File: src/hdl/ascon_aead_engine_core_defines.svh
//------------------------------------------------------------------------------
// ascon_aead_engine_core_defines.svh
// Assertion macros used by the engine core RTL.
//------------------------------------------------------------------------------
`ifndef ASCON_AEAD_ENGINE_CORE_DEFINES_SVH
`define ASCON_AEAD_ENGINE_CORE_DEFINES_SVH

// Checked on every rising edge outside reset.
`define ASC_ASSERT(lbl, prop, msg) \
  lbl: assert property (@(posedge clk) disable iff (!rst_n) prop) else $error(msg);

// Checked on every rising edge, reset included.
`define ASC_ASSERT_RST(lbl, prop, msg) \
  lbl: assert property (@(posedge clk) prop) else $error(msg);

`endif

File: src/hdl/ascon_pkg.sv
//------------------------------------------------------------------------------
// ascon_pkg
// Types, constants and the round-constant table of the AEAD engine.
//------------------------------------------------------------------------------
package ascon_pkg;

  localparam int unsigned INIT_ROUNDS = 12;
  localparam int unsigned DATA_ROUNDS = 6;

  localparam int unsigned IN_DW   = 256;
  localparam int unsigned OUT_DW  = 256;
  localparam int unsigned CMD_W   = 2;
  localparam int unsigned CFG_DW  = 64;
  localparam int unsigned CFG_AW  = 5;

  typedef logic [63:0]      word_t;
  typedef logic [4:0][63:0] state_t;

  localparam word_t ENGINE_IV = 64'h80400c0600000000;

  // Round-constant index of the first round of each permutation.
  localparam logic [3:0] INIT_START = 4'(16 - INIT_ROUNDS);
  localparam logic [3:0] DATA_START = 4'(16 - DATA_ROUNDS);
  localparam logic [3:0] RND_LAST   = 4'hF;

  typedef enum logic [CMD_W-1:0] {
    CMD_START = 2'd0,
    CMD_AD    = 2'd1,
    CMD_MSG   = 2'd2
  } cmd_e;

  typedef enum logic [1:0] {
    REG_MODE   = 2'd0,
    REG_KEY_HI = 2'd1,
    REG_KEY_LO = 2'd2
  } reg_e;

  typedef enum logic {
    ST_IDLE,
    ST_RUN
  } state_e;

  typedef enum logic [1:0] {
    JOB_START,
    JOB_AD,
    JOB_MSG
  } job_e;

  typedef struct packed {
    logic  decrypt;
    word_t key_hi;
    word_t key_lo;
  } cfg_t;

  function automatic word_t ror64(input word_t v, input int unsigned n);
    return (v >> n) | (v << (64 - n));
  endfunction

  function automatic logic [7:0] round_const(input logic [3:0] idx);
    logic [7:0] rc;
    unique case (idx)
      4'h0:    rc = 8'h3C;
      4'h1:    rc = 8'h2D;
      4'h2:    rc = 8'h1E;
      4'h3:    rc = 8'h0F;
      4'h4:    rc = 8'hF0;
      4'h5:    rc = 8'hE1;
      4'h6:    rc = 8'hD2;
      4'h7:    rc = 8'hC3;
      4'h8:    rc = 8'hB4;
      4'h9:    rc = 8'hA5;
      4'hA:    rc = 8'h96;
      4'hB:    rc = 8'h87;
      4'hC:    rc = 8'h78;
      4'hD:    rc = 8'h69;
      4'hE:    rc = 8'h5A;
      4'hF:    rc = 8'h4B;
      default: rc = 8'h00;
    endcase
    return rc;
  endfunction

endpackage

File: src/hdl/ascon_aead_engine_core.sv
//------------------------------------------------------------------------------
// ascon_aead_engine_core
// Ascon-style AEAD engine, 320-bit state, 128-bit rate, one round per cycle.
//
//  port group   direction  carries
//  in_*         stream in  command, block, last flag, expected tag
//  out_*        stream out data block, tag, tag-match flag, final flag
//  cfg_*        APB slave  decrypt mode, key high, key low
//
// A start or a final message block runs 12 rounds, an AD or plain
// message block 6 rounds, all on the single round unit.
// Ignored commands complete in the accept cycle.
// Reset clears the state words, the control logic, the output valid flag and the mode and key registers.
// A finished message block waits in its last round while the output
// register still holds an untaken result.
//------------------------------------------------------------------------------
`include "ascon_aead_engine_core_defines.svh"

module ascon_aead_engine_core (
  input  logic                           clk,
  input  logic                           rst_n,
  input  logic                           in_tvalid,
  output logic                           in_tready,
  // block_high, block_low, expected_tag_high, expected_tag_low
  input  logic [ascon_pkg::IN_DW-1:0]    in_tdata,
  // cmd
  input  logic [ascon_pkg::CMD_W-1:0]    in_tuser,
  input  logic                           in_tlast,
  output logic                           out_tvalid,
  input  logic                           out_tready,
  // data_high, data_low, tag_high, tag_low
  output logic [ascon_pkg::OUT_DW-1:0]   out_tdata,
  // tag_ok
  output logic [0:0]                     out_tuser,
  output logic                           out_tlast,
  input  logic                           cfg_psel,
  input  logic                           cfg_penable,
  input  logic                           cfg_pwrite,
  input  logic [ascon_pkg::CFG_AW-1:0]   cfg_paddr,
  input  logic [ascon_pkg::CFG_DW-1:0]   cfg_pwdata,
  output logic [ascon_pkg::CFG_DW-1:0]   cfg_prdata,
  output logic                           cfg_pready
);
  import ascon_pkg::*;

  cfg_t   cfg;
  state_e st_r, st_nxt;
  state_t x_r, x_nxt, rnd_out;
  logic [3:0] rnd_r, rnd_nxt;
  job_e   job_r, job_nxt;
  logic   ad_closed_r, ad_closed_nxt;

  // Per-job payload captured at accept.
  word_t  jdh_r, jdh_nxt, jdl_r, jdl_nxt;
  word_t  jexp_hi_r, jexp_hi_nxt, jexp_lo_r, jexp_lo_nxt;
  logic   jlast_r, jlast_nxt, jdec_r, jdec_nxt;

  // Output register.
  logic   out_vld_r, out_vld_nxt;
  word_t  o_dh_r, o_dh_nxt, o_dl_r, o_dl_nxt, o_th_r, o_th_nxt, o_tl_r, o_tl_nxt;
  logic   o_ok_r, o_ok_nxt, o_last_r, o_last_nxt;

  logic   in_acc;
  word_t  bh, bl, th, tl;
  logic   out_busy;

  ascon_regs u_regs (
    .clk     (clk),
    .rst_n   (rst_n),
    .psel    (cfg_psel),
    .penable (cfg_penable),
    .pwrite  (cfg_pwrite),
    .paddr   (cfg_paddr),
    .pwdata  (cfg_pwdata),
    .prdata  (cfg_prdata),
    .pready  (cfg_pready),
    .cfg_o   (cfg)
  );

  ascon_round u_round (
    .st_i (x_r),
    .rc_i (round_const(rnd_r)),
    .st_o (rnd_out)
  );

  assign in_tready = (st_r == ST_IDLE);
  assign in_acc    = in_tvalid & in_tready;
  assign bh        = in_tdata[63:0];
  assign bl        = in_tdata[127:64];
  assign out_busy  = out_vld_r & ~out_tready;
  assign th        = rnd_out[3] ^ cfg.key_hi;
  assign tl        = rnd_out[4] ^ cfg.key_lo;

  always_ff @(posedge clk) begin
    if (!rst_n) begin
      st_r        <= ST_IDLE;
      x_r         <= '0;
      rnd_r       <= '0;
      job_r       <= JOB_START;
      ad_closed_r <= 1'b0;
      out_vld_r   <= 1'b0;
    end else begin
      st_r        <= st_nxt;
      x_r         <= x_nxt;
      rnd_r       <= rnd_nxt;
      job_r       <= job_nxt;
      ad_closed_r <= ad_closed_nxt;
      out_vld_r   <= out_vld_nxt;
    end
  end

  always_ff @(posedge clk) begin
    jdh_r     <= jdh_nxt;
    jdl_r     <= jdl_nxt;
    jexp_hi_r <= jexp_hi_nxt;
    jexp_lo_r <= jexp_lo_nxt;
    jlast_r   <= jlast_nxt;
    jdec_r    <= jdec_nxt;
    o_dh_r    <= o_dh_nxt;
    o_dl_r    <= o_dl_nxt;
    o_th_r    <= o_th_nxt;
    o_tl_r    <= o_tl_nxt;
    o_ok_r    <= o_ok_nxt;
    o_last_r  <= o_last_nxt;
  end

  always_comb begin
    st_nxt        = st_r;
    x_nxt         = x_r;
    rnd_nxt       = rnd_r;
    job_nxt       = job_r;
    ad_closed_nxt = ad_closed_r;
    jdh_nxt       = jdh_r;
    jdl_nxt       = jdl_r;
    jexp_hi_nxt   = jexp_hi_r;
    jexp_lo_nxt   = jexp_lo_r;
    jlast_nxt     = jlast_r;
    jdec_nxt      = jdec_r;
    out_vld_nxt   = out_vld_r & ~out_tready;
    o_dh_nxt      = o_dh_r;
    o_dl_nxt      = o_dl_r;
    o_th_nxt      = o_th_r;
    o_tl_nxt      = o_tl_r;
    o_ok_nxt      = o_ok_r;
    o_last_nxt    = o_last_r;

    unique case (st_r)
      ST_IDLE: begin
        if (in_acc) begin
          unique case (in_tuser)
            CMD_START: begin
              x_nxt[0]      = ENGINE_IV;
              x_nxt[1]      = cfg.key_hi;
              x_nxt[2]      = cfg.key_lo;
              x_nxt[3]      = bh;
              x_nxt[4]      = bl;
              ad_closed_nxt = 1'b0;
              rnd_nxt       = INIT_START;
              job_nxt       = JOB_START;
              st_nxt        = ST_RUN;
            end
            CMD_AD: begin
              // Associated data after the first message block is dropped.
              if (!ad_closed_r) begin
                x_nxt[0] = x_r[0] ^ bh;
                x_nxt[1] = x_r[1] ^ bl;
                rnd_nxt  = DATA_START;
                job_nxt  = JOB_AD;
                st_nxt   = ST_RUN;
              end
            end
            CMD_MSG: begin
              // Domain separation happens once, on the first message block.
              x_nxt[4]      = x_r[4] ^ {63'd0, ~ad_closed_r};
              ad_closed_nxt = 1'b1;
              jdh_nxt       = x_r[0] ^ bh;
              jdl_nxt       = x_r[1] ^ bl;
              x_nxt[0]      = cfg.decrypt ? bh : (x_r[0] ^ bh);
              x_nxt[1]      = cfg.decrypt ? bl : (x_r[1] ^ bl);
              jexp_hi_nxt   = in_tdata[191:128];
              jexp_lo_nxt   = in_tdata[255:192];
              jlast_nxt     = in_tlast;
              jdec_nxt      = cfg.decrypt;
              if (in_tlast) begin
                x_nxt[2] = x_r[2] ^ cfg.key_hi;
                x_nxt[3] = x_r[3] ^ cfg.key_lo;
                rnd_nxt  = INIT_START;
              end else begin
                rnd_nxt  = DATA_START;
              end
              job_nxt = JOB_MSG;
              st_nxt  = ST_RUN;
            end
            default: ;
          endcase
        end
      end

      ST_RUN: begin
        if (rnd_r != RND_LAST) begin
          x_nxt   = rnd_out;
          rnd_nxt = rnd_r + 4'd1;
        end else if (!(job_r == JOB_MSG && out_busy)) begin
          x_nxt  = rnd_out;
          st_nxt = ST_IDLE;
          if (job_r == JOB_START) begin
            x_nxt[3] = th;
            x_nxt[4] = tl;
          end
          if (job_r == JOB_MSG) begin
            out_vld_nxt = 1'b1;
            o_dh_nxt    = jdh_r;
            o_dl_nxt    = jdl_r;
            o_th_nxt    = jlast_r ? th : '0;
            o_tl_nxt    = jlast_r ? tl : '0;
            o_ok_nxt    = jdec_r & jlast_r & (th == jexp_hi_r) & (tl == jexp_lo_r);
            o_last_nxt  = jlast_r;
          end
        end
      end

      default: st_nxt = ST_IDLE;
    endcase
  end

  assign out_tvalid = out_vld_r;
  assign out_tdata  = {o_tl_r, o_th_r, o_dl_r, o_dh_r};
  assign out_tuser  = o_ok_r;
  assign out_tlast  = o_last_r;

  `ASC_ASSERT(a_start_loads_init, (in_acc && in_tuser == CMD_START) |=> (st_r == ST_RUN && rnd_r == INIT_START), "start transaction did not begin the initial permutation")
  `ASC_ASSERT(a_tag_zero_mid, (out_vld_r && !o_last_r) |-> (o_th_r == '0 && o_tl_r == '0), "nonzero tag on a non-final result")
  `ASC_ASSERT(a_ok_only_final, (out_vld_r && o_ok_r) |-> o_last_r, "tag match flagged on a non-final result")
  `ASC_ASSERT(a_result_after_run, $rose(out_vld_r) |-> $past(st_r == ST_RUN && job_r == JOB_MSG), "result appeared without a finished message job")

endmodule

File: src/hdl/ascon_round.sv
//------------------------------------------------------------------------------
// ascon_round
// One permutation round: constant addition, 5-bit S-box layer, linear layer.
//------------------------------------------------------------------------------
module ascon_round (
  input  ascon_pkg::state_t   st_i,
  input  logic [7:0]          rc_i,
  output ascon_pkg::state_t   st_o
);
  import ascon_pkg::*;

  word_t a0, b0, c0, d0, e0;
  word_t a1, b1, c1, d1, e1;
  word_t t0, t1, t2, t3, t4;
  word_t a2, b2, c2, d2, e2;

  always_comb begin
    a0 = st_i[0] ^ st_i[4];
    e0 = st_i[4] ^ st_i[3];
    c0 = st_i[2] ^ {56'd0, rc_i} ^ st_i[1];
    b0 = st_i[1];
    d0 = st_i[3];

    t0 = ~a0 & b0;
    t1 = ~b0 & c0;
    t2 = ~c0 & d0;
    t3 = ~d0 & e0;
    t4 = ~e0 & a0;

    a1 = a0 ^ t1;
    b1 = b0 ^ t2;
    c1 = c0 ^ t3;
    d1 = d0 ^ t4;
    e1 = e0 ^ t0;

    b2 = b1 ^ a1;
    a2 = a1 ^ e1;
    d2 = d1 ^ c1;
    c2 = ~c1;
    e2 = e1;

    st_o[0] = a2 ^ ror64(a2, 19) ^ ror64(a2, 28);
    st_o[1] = b2 ^ ror64(b2, 61) ^ ror64(b2, 39);
    st_o[2] = c2 ^ ror64(c2, 1)  ^ ror64(c2, 6);
    st_o[3] = d2 ^ ror64(d2, 10) ^ ror64(d2, 17);
    st_o[4] = e2 ^ ror64(e2, 7)  ^ ror64(e2, 41);
  end

endmodule

File: src/hdl/ascon_regs.sv
//------------------------------------------------------------------------------
// ascon_regs
// APB register file: mode bit and the two key halves.
//------------------------------------------------------------------------------
module ascon_regs (
  input  logic                          clk,
  input  logic                          rst_n,
  input  logic                          psel,
  input  logic                          penable,
  input  logic                          pwrite,
  input  logic [ascon_pkg::CFG_AW-1:0]  paddr,
  input  logic [ascon_pkg::CFG_DW-1:0]  pwdata,
  output logic [ascon_pkg::CFG_DW-1:0]  prdata,
  output logic                          pready,
  output ascon_pkg::cfg_t               cfg_o
);
  import ascon_pkg::*;

  logic       dec_r;
  word_t      key_hi_r;
  word_t      key_lo_r;
  logic       wr_en;
  logic [1:0] reg_sel;

  assign pready  = 1'b1;
  assign wr_en   = psel & penable & pwrite & pready;
  // Registers sit on 8-byte boundaries.
  assign reg_sel = paddr[4:3];

  always_ff @(posedge clk) begin
    if (!rst_n) begin
      dec_r    <= 1'b0;
      key_hi_r <= '0;
      key_lo_r <= '0;
    end else if (wr_en) begin
      unique case (reg_sel)
        REG_MODE:   dec_r    <= pwdata[0];
        REG_KEY_HI: key_hi_r <= pwdata;
        REG_KEY_LO: key_lo_r <= pwdata;
        default:    ;
      endcase
    end
  end

  always_comb begin
    unique case (reg_sel)
      REG_MODE:   prdata = {63'd0, dec_r};
      REG_KEY_HI: prdata = key_hi_r;
      REG_KEY_LO: prdata = key_lo_r;
      default:    prdata = '0;
    endcase
  end

  assign cfg_o = '{decrypt: dec_r, key_hi: key_hi_r, key_lo: key_lo_r};

endmodule
File: config.mk
export PLATFORM = sky130hd
export DESIGN_NAME = ascon_aead_engine_core
export DESIGN_NICKNAME = d
export VERILOG_FILES = /design/src/hdl/ascon_pkg.sv /design/src/hdl/ascon_aead_engine_core.sv /design/src/hdl/ascon_round.sv /design/src/hdl/ascon_regs.sv
export VERILOG_INCLUDE_DIRS = /design/src /design/src/hdl
export SDC_FILE = /design/constraint.sdc
export NUM_CORES = 2
export LEC_CHECK = 0
export ABC_CLOCK_PERIOD_IN_PS = 24600
export BUFFER_PORTS_ARGS = -buffer_cell sky130_fd_sc_hd__buf_4
export CORE_MARGIN = 1
export CORE_UTILIZATION = 35
export DETAILED_ROUTE_END_ITERATION = 6
export GPL_ROUTABILITY_DRIVEN = 0
export SLEW_MARGIN = 20
export SYNTH_ARGS = -nofsm -noshare
export SYNTH_HDL_FRONTEND = slang
export SYNTH_SLANG_ARGS = --single-unit
File: constraint.sdc
create_clock -name clk -period 24.6 [get_ports clk]
set_input_delay 0 -clock clk [delete_from_list [all_inputs] [get_ports clk]]
set_output_delay 0 -clock clk [all_outputs]
set_load 0.005 [all_outputs]
==> results.cfg <==
[status]
status = finished, violations left
violations = design-rule violations

[synth]
synth_warnings = 0
synthDistinctLibCells = 98
synth_nets = 7390
syn_area_per_cell_um2 = 9.26
async_reset_ff_frac = 0
ys_seq_area_frac = 0.387
synth_area_um2 = 64100
synthCells = 6922
synth_edf_count = 516
synth_seq_cells = 982
synthFlopType = edfxtp_1

[floorplanning]
placementRows = 156
die_h_um = 430
die_w_um = 430
die_area_um2 = 185000
ios = 660
core_area_um2 = 181000
start_util = 0.353

[layout]
fill_cells = 17200
drive_gt1_frac = 0.143
finalNonFillerCells = 10300
finalInstanceArea_um2 = 80900
area_delta_synth_final_pct = 26.3
finalNetCount = 8309

[sta]
setup_viol = 0
final-hold-violation-count = 0
fmax_ghz = 0.184
worstMarginPinSlew_ns = 1.38
worst_slack_ns = 19.16
slew_headroom = 0.0761
final_max_slew_viol_count = 0
setup_tns_ns = 0
period_minus_slack_ns = 5.44
rsz0062_at_grt = false
skew_ns = 0.0559
min_period_over_period = 0.221

[detailed_routing]
vias_per_cell = 5.97
first_pass_iters = 7
detail_route.wl_per_cell_um = 33.6
antenna_left = 0
drt-initial-drc-count = 10500
routed_wl_um = 347000
drc_errors = 129
via_count = 61800

[critical_path]
cp_data_arrival_time_ns = 6.09
cp-start-kind = flip-flop
crit_chain = inv_1 -> ha_1 -> xnor2_1 -> xnor2_4 -> xnor3_2 -> xor3_1 -> or4_1 -> or4b_1 -> nor4_2 -> nand4_1 -> nor4_2
cp_common_cell = nor4_2
reg2reg_slack_ns = 19.16
critPathMaxFanout = 8
end_kind = flip-flop
slowest_delay_ns = 0.82
timing.rr.start = x_r[121]$_SDFFE_PN0P_
crit_family = XOR/XNOR gates
worstReg2RegEnd = out_tuser$_DFFE_PP_
worst-r2r-cell-count = 11
required_ns = 25.25
cp.buffers_inverters = 1
cp_slowest_cell = xnor2_1
path_class = flip-flop to flip-flop

[global_routing]
grt_max_degree = 217
first_global_vias = 57100
track_usage = 0.364
antenna_found_initial = 50
gr-total-overflow = 0
grt_pass1_wl_um = 467000

[flow_run]
maxCapViolCount = 0

[placement]
dpl_worst_slack_ns = 19.49
place_area_um2 = 71300
dp.cells = 9563
hpwlAfterDp_um = 260000
portBuffers = 655

[min_path]
min_from = cfg_pwdata[6]
hold_end = u_regs.key_lo_r[6]$_SDFFE_PN0P_
hold_depth = 4
hold_class = primary input to flip-flop

[cts]
postCtsSetupRepairBufs = 0
clk_path_buf_depth = 3
cts_buffers = 117
htree_levels = 3
insertion_delay_ns = 0.85
cts-resized-gates = 0
tritoncts = done
cts.sinks = 982
clk_pin_slew_ns = 0.07
clockRootBuffer = clkbuf_16

[power_and_ir_drop]
p_leak_uw = 0.0295
ir_drop_mv = 0.111
pwr_density_cell_nw_per_um2 = 141
power.total_uw = 11400
## worst min-delay path, cell delays in order
cell and delay, ns:
dlygate4sd3_1 0.57, buf_4 0.15, nand2_1 0.05, a21oi_1 0.05
## cells in the final DEF, fill, tap and decap left out, types with 16 or more instances in the layout
cell type	netlist	layout
nor4_1	19	19
nand2_1	589	588
buf_4	2	797
a211oi_1	393	393
dfxtp_1	466	465
clkbuf_1	434	18
xnor3_1	76	76
xor2_1	605	595
a22oi_1	62	62
diode_2	0	31
nor2_1	693	692
xnor2_2	28	42
nor3_1	99	96
nor3b_1	77	75
maj3_1	16	16
a21oi_1	635	632
xnor2_1	920	903
dlygate4sd3_1	0	526
o21ai_0	344	342
a22o_1	71	71
nand3b_1	23	23
ha_1	133	131
edfxtp_1	516	516
mux2i_1	61	61
xor2_2	14	24
nand4_1	25	25
clkbuf_8	1	17
and2_1	25	24
inv_1	188	188
nand3_1	24	24
clkbuf_16	0	118
## logic make-up after synthesis
group                    Yosys count  share of synthesized area
buffers and inverters            727                     0.0439
adder cells (fa/ha/maj)          153                     0.0292
AND/OR/NAND/NOR                 1674                      0.115
multiplexers                      67                     0.0106
AO/OA/AOI/OAI                   1651                      0.158
XOR/XNOR                        1667                      0.255
other                              1                  0.0000585
flip-flops                       982                      0.387
## through the flow
step | hold WS (ns) | utilization
after CTS | 0.000338 | 0.445
after floorplan | 0.0833 | -
after global routing | 0.0239 | 0.446
final | 0.0153 | 0.446
after detailed placement | 0.179 | 0.393
after global placement | 0.179 | 0.393
## report_power, final
group          leakage [µW]  total, µW  switching (µW)  internal, µW
clock               0.00197       1900             811          1090
combinational        0.0190       7440            5070          2380
sequential          0.00853       2060             175          1880
## metal layers
metal / share of wire / track usage / wire [µm] / up-vias
met1: 0.36 / 0.439 / 125000 / 29400
met4: 0.11 / 0.322 / 37500 / 18
met5: 0.00054 / 0.00546 / 186 / -
met2: 0.38 / 0.481 / 133000 / 5150
li1: - / - / - / 25800
met3: 0.15 / 0.165 / 52400 / 1357
## flip-flops by register name, indices dropped and copies added, names as in the netlist, 2 cells and up
register         flops
jexp_hi_r           64
u_regs.key_lo_r     64
jdh_r               64
u_round.rc_i         8
o_dl_r              64
x_r                320
o_tl_r              64
rnd_r                4
jdl_r               64
o_th_r              64
u_regs.key_hi_r     64
job_r                2
o_dh_r              64
jexp_lo_r           64
## synth_stat cells, drive strengths merged (62+ instances only)
cell | number | share of area
xnor2 | 952 | 0.13
nor2 | 695 | 0.041
a21oi | 637 | 0.050
xor2 | 621 | 0.087
nand2 | 590 | 0.035
edfxtp | 516 | 0.24
dfxtp | 466 | 0.15
clkbuf | 435 | 0.026
a211oi | 393 | 0.046
o21ai | 347 | 0.027
inv | 193 | 0.011
ha | 133 | 0.026
nor3 | 99 | 0.0077
buf | 98 | 0.0069
xnor3 | 79 | 0.028
nor3b | 77 | 0.0090
a22o | 72 | 0.0099
a22oi | 62 | 0.0073
## worst max-delay path by stage
stage	start	endpoint	slack, ns	cells past startpoint
after floorplan	rnd_r[0]$_SDFFE_PN0P_	o_dh_r[0]$_DFFE_PP_	5.35	3
after global placement	x_r[121]$_SDFFE_PN0P_	out_tuser$_DFFE_PP_	19.43	11
after detailed placement	x_r[121]$_SDFFE_PN0P_	out_tuser$_DFFE_PP_	19.49	11
after CTS	x_r[121]$_SDFFE_PN0P_	out_tuser$_DFFE_PP_	19.41	11
after global routing	x_r[116]$_SDFFE_PN0P_	out_tuser$_DFFE_PP_	19.20	12
final	x_r[121]$_SDFFE_PN0P_	out_tuser$_DFFE_PP_	19.16	11
## layout make-up
type                            instances  area [µm²]  area share
Timing Repair Buffer                 1333       11400       0.141
Inverter                              194         737     0.00911
Multi-Input combinational cell       5213       36800       0.455
Antenna cell                           31        77.6    0.000959
Sequential cell                       982       24800       0.307
Clock inverter                         64         811      0.0100
Tap cell                             2370        2970      0.0366
Clock buffer                          157        3280      0.0406
## timing repair
| item | in CTS | in global routing |
|---|---|---|
| setup endpoints to repair | 0 | 0 |
| endpoints found under the hold margin | 664 | 0 |
| hold buffers | 526 | 0 |
No activity file was read; power rests on OpenSTA's default activity.
